==> src/hdl/alfp_pkg.sv <==
// Shared types and codes for the array linked list with free pool.
`timescale 1ns / 1ps

package alfp_pkg;

  typedef enum logic [1:0] {
    OP_PUSH     = 2'd0,
    OP_POP      = 2'd1,
    OP_APPEND   = 2'd2,
    OP_TRAVERSE = 2'd3
  } op_e;

  typedef enum logic [1:0] {
    ST_OK    = 2'd0,
    ST_FULL  = 2'd1,
    ST_EMPTY = 2'd2
  } status_e;

  typedef enum logic [1:0] {
    RD_FREE = 2'd0,
    RD_HEAD = 2'd1,
    RD_NEXT = 2'd2,
    RD_CUR  = 2'd3
  } rd_sel_e;

  typedef struct packed {
    logic    in_ready;
    logic    capture;
    logic    rd_en;
    rd_sel_e rd_sel;
    logic    take;
    logic    take_link_head;
    logic    head_take;
    logic    cur_load_head;
    logic    cur_advance;
    logic    link_wr_tail;
    logic    pop;
    logic    emit;
    status_e emit_status;
    logic    emit_has;
    logic    emit_last;
  } alfp_cmd_t;

  typedef struct packed {
    op_e  op;
    logic full;
    logic empty;
    logic link_end;
    logic cnt_lt_cap;
    logic cnt_last;
    logic out_free;
  } alfp_sts_t;

endpackage

==> src/hdl/alfp_if.sv <==
// Request and result channel interfaces of the linked list pool.
`timescale 1ns / 1ps

interface alfp_req_if;
  import alfp_pkg::*;

  logic               valid;
  logic               ready;
  op_e                operation;
  logic signed [31:0] in_value;

  modport source (output valid, output operation, output in_value, input ready);
  modport sink (input valid, input operation, input in_value, output ready);
endinterface

interface alfp_rsp_if;
  import alfp_pkg::*;

  logic               valid;
  logic               ready;
  logic signed [31:0] out_value;
  logic               has_value;
  logic               last;
  status_e            status;
  logic               is_empty;
  logic               is_full;

  modport source (
    output valid, output out_value, output has_value, output last,
    output status, output is_empty, output is_full, input ready
  );
  modport sink (
    input valid, input out_value, input has_value, input last,
    input status, input is_empty, input is_full, output ready
  );
endinterface

==> src/hdl/array_linked_list_free_pool.sv <==
// Top level of the array linked list with free pool: controller plus datapath.
// Push is sequenced through dispatch, take and done, pop through dispatch, pop and done;
// rejections and a traverse of an empty list give their result straight from dispatch.
// Append goes from take to done on an empty list, else walks the links to the tail first.
// Traverse gives one element per cycle while the result register is free, paced by
// the single read port of the node memories; one request is in work at a time.
`timescale 1ns / 1ps

module array_linked_list_free_pool #(
  parameter int CAPACITY = 32
) (
  input logic        clk_i,
  input logic        rst_ni,
  alfp_req_if.sink   req_i,
  alfp_rsp_if.source rsp_o
);
  import alfp_pkg::*;

  alfp_cmd_t cmd;
  alfp_sts_t sts;

  alfp_ctrl u_ctrl (
    .clk_i      (clk_i),
    .rst_ni     (rst_ni),
    .in_valid_i (req_i.valid),
    .sts_i      (sts),
    .cmd_o      (cmd)
  );

  alfp_dp #(
    .CAPACITY (CAPACITY)
  ) u_dp (
    .clk_i       (clk_i),
    .rst_ni      (rst_ni),
    .cmd_i       (cmd),
    .sts_o       (sts),
    .operation_i (req_i.operation),
    .in_value_i  (req_i.in_value),
    .out_ready_i (rsp_o.ready),
    .out_valid_o (rsp_o.valid),
    .out_value_o (rsp_o.out_value),
    .has_value_o (rsp_o.has_value),
    .last_o      (rsp_o.last),
    .status_o    (rsp_o.status),
    .is_empty_o  (rsp_o.is_empty),
    .is_full_o   (rsp_o.is_full)
  );

  assign req_i.ready = cmd.in_ready;

endmodule

==> src/hdl/alfp_ctrl.sv <==
// Sequencing state machine of the linked list pool.
`timescale 1ns / 1ps

module alfp_ctrl (
  input  logic                 clk_i,
  input  logic                 rst_ni,
  input  logic                 in_valid_i,
  input  alfp_pkg::alfp_sts_t  sts_i,
  output alfp_pkg::alfp_cmd_t  cmd_o
);
  import alfp_pkg::*;

  localparam logic [2:0] S_IDLE     = 3'd0;
  localparam logic [2:0] S_DISPATCH = 3'd1;
  localparam logic [2:0] S_TAKE     = 3'd2;
  localparam logic [2:0] S_WALK     = 3'd3;
  localparam logic [2:0] S_POP      = 3'd4;
  localparam logic [2:0] S_DONE     = 3'd5;
  localparam logic [2:0] S_TRAV     = 3'd6;

  logic [2:0] state_q, state_d;
  logic       trav_last;

  assign trav_last = sts_i.link_end || sts_i.cnt_last;

  always_comb begin
    cmd_o   = '0;
    state_d = state_q;
    unique case (state_q)
      S_IDLE: begin
        cmd_o.in_ready = 1'b1;
        if (in_valid_i) begin
          cmd_o.capture = 1'b1;
          state_d       = S_DISPATCH;
        end
      end
      S_DISPATCH: begin
        unique case (sts_i.op) inside
          OP_PUSH, OP_APPEND: begin
            if (sts_i.full) begin
              if (sts_i.out_free) begin
                cmd_o.emit        = 1'b1;
                cmd_o.emit_status = ST_FULL;
                cmd_o.emit_last   = 1'b1;
                state_d           = S_IDLE;
              end
            end else begin
              cmd_o.rd_en  = 1'b1;
              cmd_o.rd_sel = RD_FREE;
              state_d      = S_TAKE;
            end
          end
          OP_POP: begin
            if (sts_i.empty) begin
              if (sts_i.out_free) begin
                cmd_o.emit        = 1'b1;
                cmd_o.emit_status = ST_EMPTY;
                cmd_o.emit_last   = 1'b1;
                state_d           = S_IDLE;
              end
            end else begin
              cmd_o.rd_en  = 1'b1;
              cmd_o.rd_sel = RD_HEAD;
              state_d      = S_POP;
            end
          end
          default: begin
            if (sts_i.empty) begin
              if (sts_i.out_free) begin
                cmd_o.emit        = 1'b1;
                cmd_o.emit_status = ST_OK;
                cmd_o.emit_last   = 1'b1;
                state_d           = S_IDLE;
              end
            end else begin
              cmd_o.rd_en         = 1'b1;
              cmd_o.rd_sel        = RD_HEAD;
              cmd_o.cur_load_head = 1'b1;
              state_d             = S_TRAV;
            end
          end
        endcase
      end
      S_TAKE: begin
        cmd_o.take = 1'b1;
        if (sts_i.op == OP_PUSH) begin
          cmd_o.take_link_head = 1'b1;
          cmd_o.head_take      = 1'b1;
          state_d              = S_DONE;
        end else if (sts_i.empty) begin
          cmd_o.head_take = 1'b1;
          state_d         = S_DONE;
        end else begin
          cmd_o.cur_load_head = 1'b1;
          cmd_o.rd_en         = 1'b1;
          cmd_o.rd_sel        = RD_HEAD;
          state_d             = S_WALK;
        end
      end
      S_WALK: begin
        if (!sts_i.link_end && sts_i.cnt_lt_cap) begin
          cmd_o.cur_advance = 1'b1;
          cmd_o.rd_en       = 1'b1;
          cmd_o.rd_sel      = RD_NEXT;
        end else begin
          cmd_o.link_wr_tail = 1'b1;
          state_d            = S_DONE;
        end
      end
      S_POP: begin
        cmd_o.pop = 1'b1;
        state_d   = S_DONE;
      end
      S_DONE: begin
        if (sts_i.out_free) begin
          cmd_o.emit        = 1'b1;
          cmd_o.emit_status = ST_OK;
          cmd_o.emit_last   = 1'b1;
          state_d           = S_IDLE;
        end
      end
      S_TRAV: begin
        cmd_o.rd_en = 1'b1;
        if (sts_i.out_free) begin
          cmd_o.emit        = 1'b1;
          cmd_o.emit_status = ST_OK;
          cmd_o.emit_has    = 1'b1;
          cmd_o.emit_last   = trav_last;
          if (trav_last) begin
            cmd_o.rd_en = 1'b0;
            state_d     = S_IDLE;
          end else begin
            cmd_o.cur_advance = 1'b1;
            cmd_o.rd_sel      = RD_NEXT;
          end
        end else begin
          cmd_o.rd_sel = RD_CUR;
        end
      end
      default: begin
        state_d = S_IDLE;
      end
    endcase
  end

  always_ff @(posedge clk_i or negedge rst_ni) begin
    if (!rst_ni) begin
      state_q <= S_IDLE;
    end else begin
      state_q <= state_d;
    end
  end

endmodule

==> src/hdl/alfp_dp.sv <==
// Datapath of the linked list pool: node memories, pointers and result register.
`timescale 1ns / 1ps

module alfp_dp #(
  parameter int CAPACITY = 32
) (
  input  logic                 clk_i,
  input  logic                 rst_ni,
  input  alfp_pkg::alfp_cmd_t  cmd_i,
  output alfp_pkg::alfp_sts_t  sts_o,
  input  alfp_pkg::op_e        operation_i,
  input  logic signed [31:0]   in_value_i,
  input  logic                 out_ready_i,
  output logic                 out_valid_o,
  output logic signed [31:0]   out_value_o,
  output logic                 has_value_o,
  output logic                 last_o,
  output alfp_pkg::status_e    status_o,
  output logic                 is_empty_o,
  output logic                 is_full_o
);
  import alfp_pkg::*;

  localparam int IW = $clog2(CAPACITY + 1);
  localparam int AW = (CAPACITY > 1) ? $clog2(CAPACITY) : 1;
  localparam logic [IW-1:0] CAP_IDX = IW'(CAPACITY);

  logic [IW-1:0]      link_mem [CAPACITY];
  logic [31:0]        value_mem [CAPACITY];
  logic [CAPACITY-1:0] link_vld_q;

  op_e                op_q;
  logic signed [31:0] val_q;
  logic [IW-1:0]      head_q, free_q, new_q, cur_q, cnt_q;
  logic [IW-1:0]      link_rd_q;
  logic               link_vld_rd_q;
  logic [AW-1:0]      raddr_q;
  logic [31:0]        value_rd_q;

  logic [IW-1:0]      link_rdata;
  logic [IW-1:0]      raddr;
  logic               link_we;
  logic [IW-1:0]      link_waddr, link_wdata;
  logic [IW:0]        cnt_inc;
  logic               out_free;

  logic               out_valid_q;
  logic signed [31:0] out_value_q;
  logic               has_value_q, last_q, is_empty_q, is_full_q;
  status_e            status_q;

  assign link_rdata = link_vld_rd_q ? link_rd_q : (IW'(raddr_q) + IW'(1));

  always_comb begin
    case (cmd_i.rd_sel)
      RD_FREE: raddr = free_q;
      RD_HEAD: raddr = head_q;
      RD_NEXT: raddr = link_rdata;
      default: raddr = cur_q;
    endcase
  end

  always_comb begin
    link_we    = 1'b0;
    link_waddr = free_q;
    link_wdata = CAP_IDX;
    if (cmd_i.take) begin
      link_we    = 1'b1;
      link_waddr = free_q;
      link_wdata = cmd_i.take_link_head ? head_q : CAP_IDX;
    end else if (cmd_i.link_wr_tail) begin
      link_we    = 1'b1;
      link_waddr = cur_q;
      link_wdata = new_q;
    end else if (cmd_i.pop) begin
      link_we    = 1'b1;
      link_waddr = head_q;
      link_wdata = free_q;
    end
  end

  always_ff @(posedge clk_i) begin
    if (link_we) begin
      link_mem[link_waddr[AW-1:0]] <= link_wdata;
    end
    if (cmd_i.take) begin
      value_mem[free_q[AW-1:0]] <= val_q;
    end
    if (cmd_i.rd_en) begin
      link_rd_q     <= link_mem[raddr[AW-1:0]];
      value_rd_q    <= value_mem[raddr[AW-1:0]];
      link_vld_rd_q <= link_vld_q[raddr[AW-1:0]];
      raddr_q       <= raddr[AW-1:0];
    end
  end

  always_ff @(posedge clk_i or negedge rst_ni) begin
    if (!rst_ni) begin
      link_vld_q <= '0;
      head_q     <= CAP_IDX;
      free_q     <= '0;
    end else begin
      if (link_we) begin
        link_vld_q[link_waddr[AW-1:0]] <= 1'b1;
      end
      if (cmd_i.take) begin
        free_q <= link_rdata;
        if (cmd_i.head_take) begin
          head_q <= free_q;
        end
      end else if (cmd_i.pop) begin
        head_q <= link_rdata;
        free_q <= head_q;
      end
    end
  end

  assign cnt_inc = {1'b0, cnt_q} + (IW + 1)'(1);

  always_ff @(posedge clk_i) begin
    if (cmd_i.capture) begin
      op_q  <= operation_i;
      val_q <= in_value_i;
    end
    if (cmd_i.take) begin
      new_q <= free_q;
    end
    if (cmd_i.cur_load_head) begin
      cur_q <= head_q;
      cnt_q <= '0;
    end else if (cmd_i.cur_advance) begin
      cur_q <= link_rdata;
      cnt_q <= cnt_inc[IW-1:0];
    end
  end

  assign out_free = !out_valid_q || out_ready_i;

  always_comb begin
    sts_o.op         = op_q;
    sts_o.full       = free_q >= CAP_IDX;
    sts_o.empty      = head_q >= CAP_IDX;
    sts_o.link_end   = link_rdata >= CAP_IDX;
    sts_o.cnt_lt_cap = cnt_q < CAP_IDX;
    sts_o.cnt_last   = cnt_inc >= (IW + 1)'(CAPACITY);
    sts_o.out_free   = out_free;
  end

  always_ff @(posedge clk_i or negedge rst_ni) begin
    if (!rst_ni) begin
      out_valid_q <= 1'b0;
    end else if (cmd_i.emit) begin
      out_valid_q <= 1'b1;
    end else if (out_ready_i) begin
      out_valid_q <= 1'b0;
    end
  end

  always_ff @(posedge clk_i) begin
    if (cmd_i.emit) begin
      out_value_q <= cmd_i.emit_has ? value_rd_q : '0;
      has_value_q <= cmd_i.emit_has;
      last_q      <= cmd_i.emit_last;
      status_q    <= cmd_i.emit_status;
      is_empty_q  <= head_q >= CAP_IDX;
      is_full_q   <= free_q >= CAP_IDX;
    end
  end

  assign out_valid_o = out_valid_q;
  assign out_value_o = out_value_q;
  assign has_value_o = has_value_q;
  assign last_o      = last_q;
  assign status_o    = status_q;
  assign is_empty_o  = is_empty_q;
  assign is_full_o   = is_full_q;

endmodule

==> src/flat_wrapper.sv <==
// flat-port wrapper written by rule: the top's interface ports become plain ports
module array_linked_list_free_pool_flat import alfp_pkg::*;
#(
  parameter int CAPACITY = 32
)
  (clk_i, rst_ni, req_i_valid, req_i_operation, req_i_in_value, req_i_ready, rsp_o_valid, rsp_o_out_value, rsp_o_has_value, rsp_o_last, rsp_o_status, rsp_o_is_empty, rsp_o_is_full, rsp_o_ready);
  alfp_req_if req_i_i ();
  alfp_rsp_if rsp_o_i ();
  input logic clk_i;
  input logic rst_ni;
  input wire logic [$bits(req_i_i.valid)-1:0] req_i_valid;
  input wire logic [$bits(req_i_i.operation)-1:0] req_i_operation;
  input wire logic [$bits(req_i_i.in_value)-1:0] req_i_in_value;
  output wire logic [$bits(req_i_i.ready)-1:0] req_i_ready;
  output wire logic [$bits(rsp_o_i.valid)-1:0] rsp_o_valid;
  output wire logic [$bits(rsp_o_i.out_value)-1:0] rsp_o_out_value;
  output wire logic [$bits(rsp_o_i.has_value)-1:0] rsp_o_has_value;
  output wire logic [$bits(rsp_o_i.last)-1:0] rsp_o_last;
  output wire logic [$bits(rsp_o_i.status)-1:0] rsp_o_status;
  output wire logic [$bits(rsp_o_i.is_empty)-1:0] rsp_o_is_empty;
  output wire logic [$bits(rsp_o_i.is_full)-1:0] rsp_o_is_full;
  input wire logic [$bits(rsp_o_i.ready)-1:0] rsp_o_ready;
  assign req_i_i.valid = req_i_valid;
  assign req_i_i.operation = req_i_operation;
  assign req_i_i.in_value = req_i_in_value;
  assign req_i_ready = req_i_i.ready;
  assign rsp_o_valid = rsp_o_i.valid;
  assign rsp_o_out_value = rsp_o_i.out_value;
  assign rsp_o_has_value = rsp_o_i.has_value;
  assign rsp_o_last = rsp_o_i.last;
  assign rsp_o_status = rsp_o_i.status;
  assign rsp_o_is_empty = rsp_o_i.is_empty;
  assign rsp_o_is_full = rsp_o_i.is_full;
  assign rsp_o_i.ready = rsp_o_ready;
  array_linked_list_free_pool #(.CAPACITY(CAPACITY)) u_core (.clk_i(clk_i), .rst_ni(rst_ni), .req_i(req_i_i), .rsp_o(rsp_o_i));
endmodule
==> config.mk <==
export PLATFORM = sky130hd
export DESIGN_NAME = array_linked_list_free_pool_flat
export DESIGN_NICKNAME = d
export VERILOG_FILES = /design/src/hdl/alfp_pkg.sv /design/src/hdl/alfp_if.sv /design/src/hdl/array_linked_list_free_pool.sv /design/src/hdl/alfp_ctrl.sv /design/src/hdl/alfp_dp.sv /design/src/flat_wrapper.sv
export SDC_FILE = /design/constraint.sdc
export NUM_CORES = 2
export LEC_CHECK = 0
export BUFFER_PORTS_ARGS = -buffer_cell sky130_fd_sc_hd__buf_4
export CAP_MARGIN = 5
export CORE_UTILIZATION = 24
export CTS_CLUSTER_SIZE = 40
export DETAILED_ROUTE_END_ITERATION = 6
export GPL_TIMING_DRIVEN = 0
export PLACE_DENSITY = 0.45
export SYNTH_ARGS = -nofsm -noshare
export SYNTH_HDL_FRONTEND = slang
export SYNTH_SLANG_ARGS = --single-unit
==> constraint.sdc <==
create_clock -name clk_i -period 12.3 [get_ports clk_i]
set_clock_uncertainty 0.1 [all_clocks]
set_input_delay 1.23 -clock clk_i [delete_from_list [all_inputs] [get_ports clk_i]]
set_output_delay 1.23 -clock clk_i [all_outputs]
set_load 0.01 [all_outputs]
==> impl_metrics.tcl <==
set metrics [dict create \
    path_clk_slew_ns 0.06 \
    report.final.slew_viol_count 0 \
    yosys_warnings 0 \
    core_area_sq_mm 0.2253 \
    async_flop_share 0.03436 \
    violations "DRC" \
    clock_sinks 1397 \
    r2r_start "u_core.u_ctrl.state_q[2]" \
    internal-power_mw 10.41 \
    crit_arrival_ns 5.65 \
    overflow 0 \
    whs_path_depth 0 \
    post-cts-setup-buffers 0 \
    ir_drop_mv 0.2165 \
    dpl.hpwl_um 128900 \
    drive_gt1_frac 0.1317 \
    hold_violations 0 \
    p_sw_frac 0.4401 \
    rows 174 \
    htree_levels 4 \
    r2r-end "u_core.u_dp.value_rd_q[27]" \
    wire_per_inst_um 26.47 \
    path_max_fanout 10 \
    slew-limit-headroom 0.1153 \
    leakage_nw 21.52 \
    post-route-period-util 0.4359 \
    postSynthAreaPerCell_sq_um 14.66 \
    criticalPathCategory "flop to flop" \
    p_switching_mw 8.188 \
    first_pass_iters 7 \
    syn_to_final_growth_pct 18.47 \
    via_per_inst 4.742 \
    drtIter0Drc 3628 \
    synth_top_area_cell "edfxtp_1" \
    postCtsHoldBufs 0 \
    worst_slew_pin_slew_ns 1.327 \
    ant_nets 0 \
    ff2ff_setup_slack_ns 6.94 \
    numCtsBuffers 149 \
    ys_ff_latch 1397 \
    cap_violations 0 \
    yosysSeqAreaShare 0.7640 \
    startpoint "u_core.u_ctrl.state_q[2]" \
    synth_area_leaders "edfxtp_1, nand2_1, mux2i_1, a21oi_1, dfrtp_1" \
    final_cell_count_no_fill 7109 \
    yosysMostFrequentCell "edfxtp_1" \
    synth_top_area_share 0.7397 \
    ys.flop_type "edfxtp_1" \
    status "finished with violations" \
    total_power_mw 18.60 \
    cts_buffer_depth 3 \
    fillers 22760 \
    nets 4031 \
    crit_path_end_kind "flop" \
    synth_cells 3720 \
    die_w_um 478.6 \
    start_util 0.2420 \
    gp_congestion 0.8402 \
    antenna_found_initial 10 \
    drc 1 \
    num_io_pins 78 \
    rsz0062_at_grt "false" \
    synth_cell_type_count 74 \
    grt_pass1_vias 32640 \
    period_needed_ns 5.362 \
    clockRootBuffer "clkbuf_16" \
    fin_util 0.2866 \
    worstRegToRegCells 12 \
    pwr-share-comb 0.432 \
    powerDensity_mw_per_mm2 288.0 \
    cts_tree "built" \
    setup-violations-final 0 \
    grt_pass1_wl_um 260000 \
    grt_max_degree 49 \
    die_area_sq_mm 0.2291 \
    synth_area_sq_mm 0.05452 \
    p_seq_frac 0.332 \
    io_buffers 77 \
    critPathCapture "u_core.u_dp.value_rd_q[27]" \
    clk_latency_ns 0.80 \
    syn-num-nets 3760 \
    postCtsResizedCells 0 \
    p_clk_frac 0.236 \
    synth_edf_count 1343 \
    routed_wl_um 188200 \
    dp_cells 6832 \
    synth_commonest_cells "edfxtp_1, nand2_1, a21oi_1" \
    hold_path.class "flop to flop" \
    die_h_um 478.6 \
    grt_usage 0.1610 \
    max_freq_mhz 186.5 \
    vias 33710 \
    start_kind "flop" \
    required_ns 12.58 \
]
==> stage by stage <==
| stage | hold WS [ns] | cell area (sq um) | setup slack, ns | TNS (ns) |
|---|---|---|---|---|
| 5_1_grt | 0.3660 | 64570 | 6.830 | 0 |
| 3_5_place_dp | 0.3377 | 59910 | 6.461 | 0 |
| 4_1_cts | 0.3515 | 64570 | 7.061 | 0 |
| 2_1_floorplan | 0.3231 | 54520 | 5.346 | 0 |
| 3_3_place_gp | 0.3301 | 58840 | -2.662 | -116.13 |
| 6_report | 0.3514 | 64590 | 6.938 | 0 |
==> worst min-delay path by stage <==
stage          slack, ns                   end             startpoint
2_1_floorplan       0.32  u_core.u_dp.new_q[0]  u_core.u_dp.free_q[0]
3_3_place_gp        0.33  u_core.u_dp.new_q[0]  u_core.u_dp.free_q[0]
3_5_place_dp        0.34  u_core.u_dp.new_q[0]  u_core.u_dp.free_q[0]
4_1_cts             0.35  u_core.u_dp.new_q[0]  u_core.u_dp.free_q[0]
5_1_grt             0.37  u_core.u_dp.new_q[1]  u_core.u_dp.free_q[1]
6_report            0.35  u_core.u_dp.new_q[0]  u_core.u_dp.free_q[0]
==> power by group through the flow <==
| stage | Sequential [mW] | Combinational (mW) | Clock (mW) |
|---|---|---|---|
| global placement | 6.35 | 7.87 | 0 |
| CTS | 6.19 | 8.01 | 4.47 |
| finish | 6.18 | 8.03 | 4.39 |
| floorplan | 6.17 | 4.31 | 0 |
| detailed placement | 6.29 | 7.98 | 0 |
| global route | 6.23 | 8.46 | 4.65 |
==> final cells by class <==
class	count	area, sq um	share of cell area
Antenna cell	8	20.02	0.0003100
Clock inverter	78	676.9	0.01048
Inverter	15	56.30	0.0008717
Clock buffer	191	3981	0.06164
Sequential cell	1397	41650	0.6449
Timing Repair Buffer	120	1385	0.02144
Multi-Input combinational cell	2069	11930	0.1846
Buffer	239	1149	0.01778
Tap cell	2992	3744	0.05796
==> layout by cell type (no fill, tap or decap), types with 38 or more instances in the layout <==
cell type	count
a21oi_1	276
a221oi_1	75
a22oi_1	38
a31oi_1	45
a32oi_1	114
buf_2	89
buf_4	100
clkbuf_1	144
clkbuf_16	153
dfrtp_1	47
edfxtp_1	1343
mux2i_1	197
nand2_1	756
nand3_1	212
nand4_1	47
nor2_1	70
==> registers in the layout (all words and copies together) (netlist names), 5 cells and up <==
| register | cells |
|---|---|
| u_core.u_dp.link_rd_q | 6 |
| u_core.u_dp.link_mem | 192 |
| u_core.u_dp.raddr_q | 5 |
| u_core.u_dp.cnt_q | 6 |
| u_core.u_dp.val_q | 32 |
| u_core.u_dp.value_mem | 1024 |
| u_core.u_dp.out_value_o | 32 |
| u_core.u_dp.link_vld_q | 32 |
| u_core.u_dp.cur_q | 5 |
| u_core.u_dp.value_rd_q | 32 |
| u_core.u_dp.free_q | 6 |
| u_core.u_dp.new_q | 6 |
| u_core.u_dp.head_q | 6 |
==> layer usage <==
layer	global-route usage	routed length, um	up-vias
met5	0	0	-
met4	0.04962	5450	0
met3	0.02712	11880	247
met2	0.2570	87590	1309
met1	0.2223	83270	17370
li1	-	-	14790
==> critical path: stages (launching register included) <==
cell,delay (ns)
dfrtp_1,0.49
and3b_1,0.19
buf_2,0.46
nand2_1,0.41
o21ai_1,0.40
a211oi_1,0.09
or3_1,0.54
buf_6,0.25
nor2_2,0.67
clkbuf_1,0.72
a32oi_1,0.13
nand3_1,0.15
nand4_1,0.33
==> logic make-up (layout without fill, tap and decap cells) <==
family                     after synthesis  in the layout  share of synthesized area
muxes                                  205            205                    0.03782
AOI/OAI and AO/OA                      622            622                    0.07635
buffers and inverters                  254            643                    0.02210
DFF                                   1397           1397                     0.7640
adders and majority gates                2              2                  0.0004589
other                                    0              8                          0
xor gates and xnor gates                 8              8                   0.001285
and+or+nand+nor                       1232           1232                    0.09802
(Power assumes the default switching activity.)
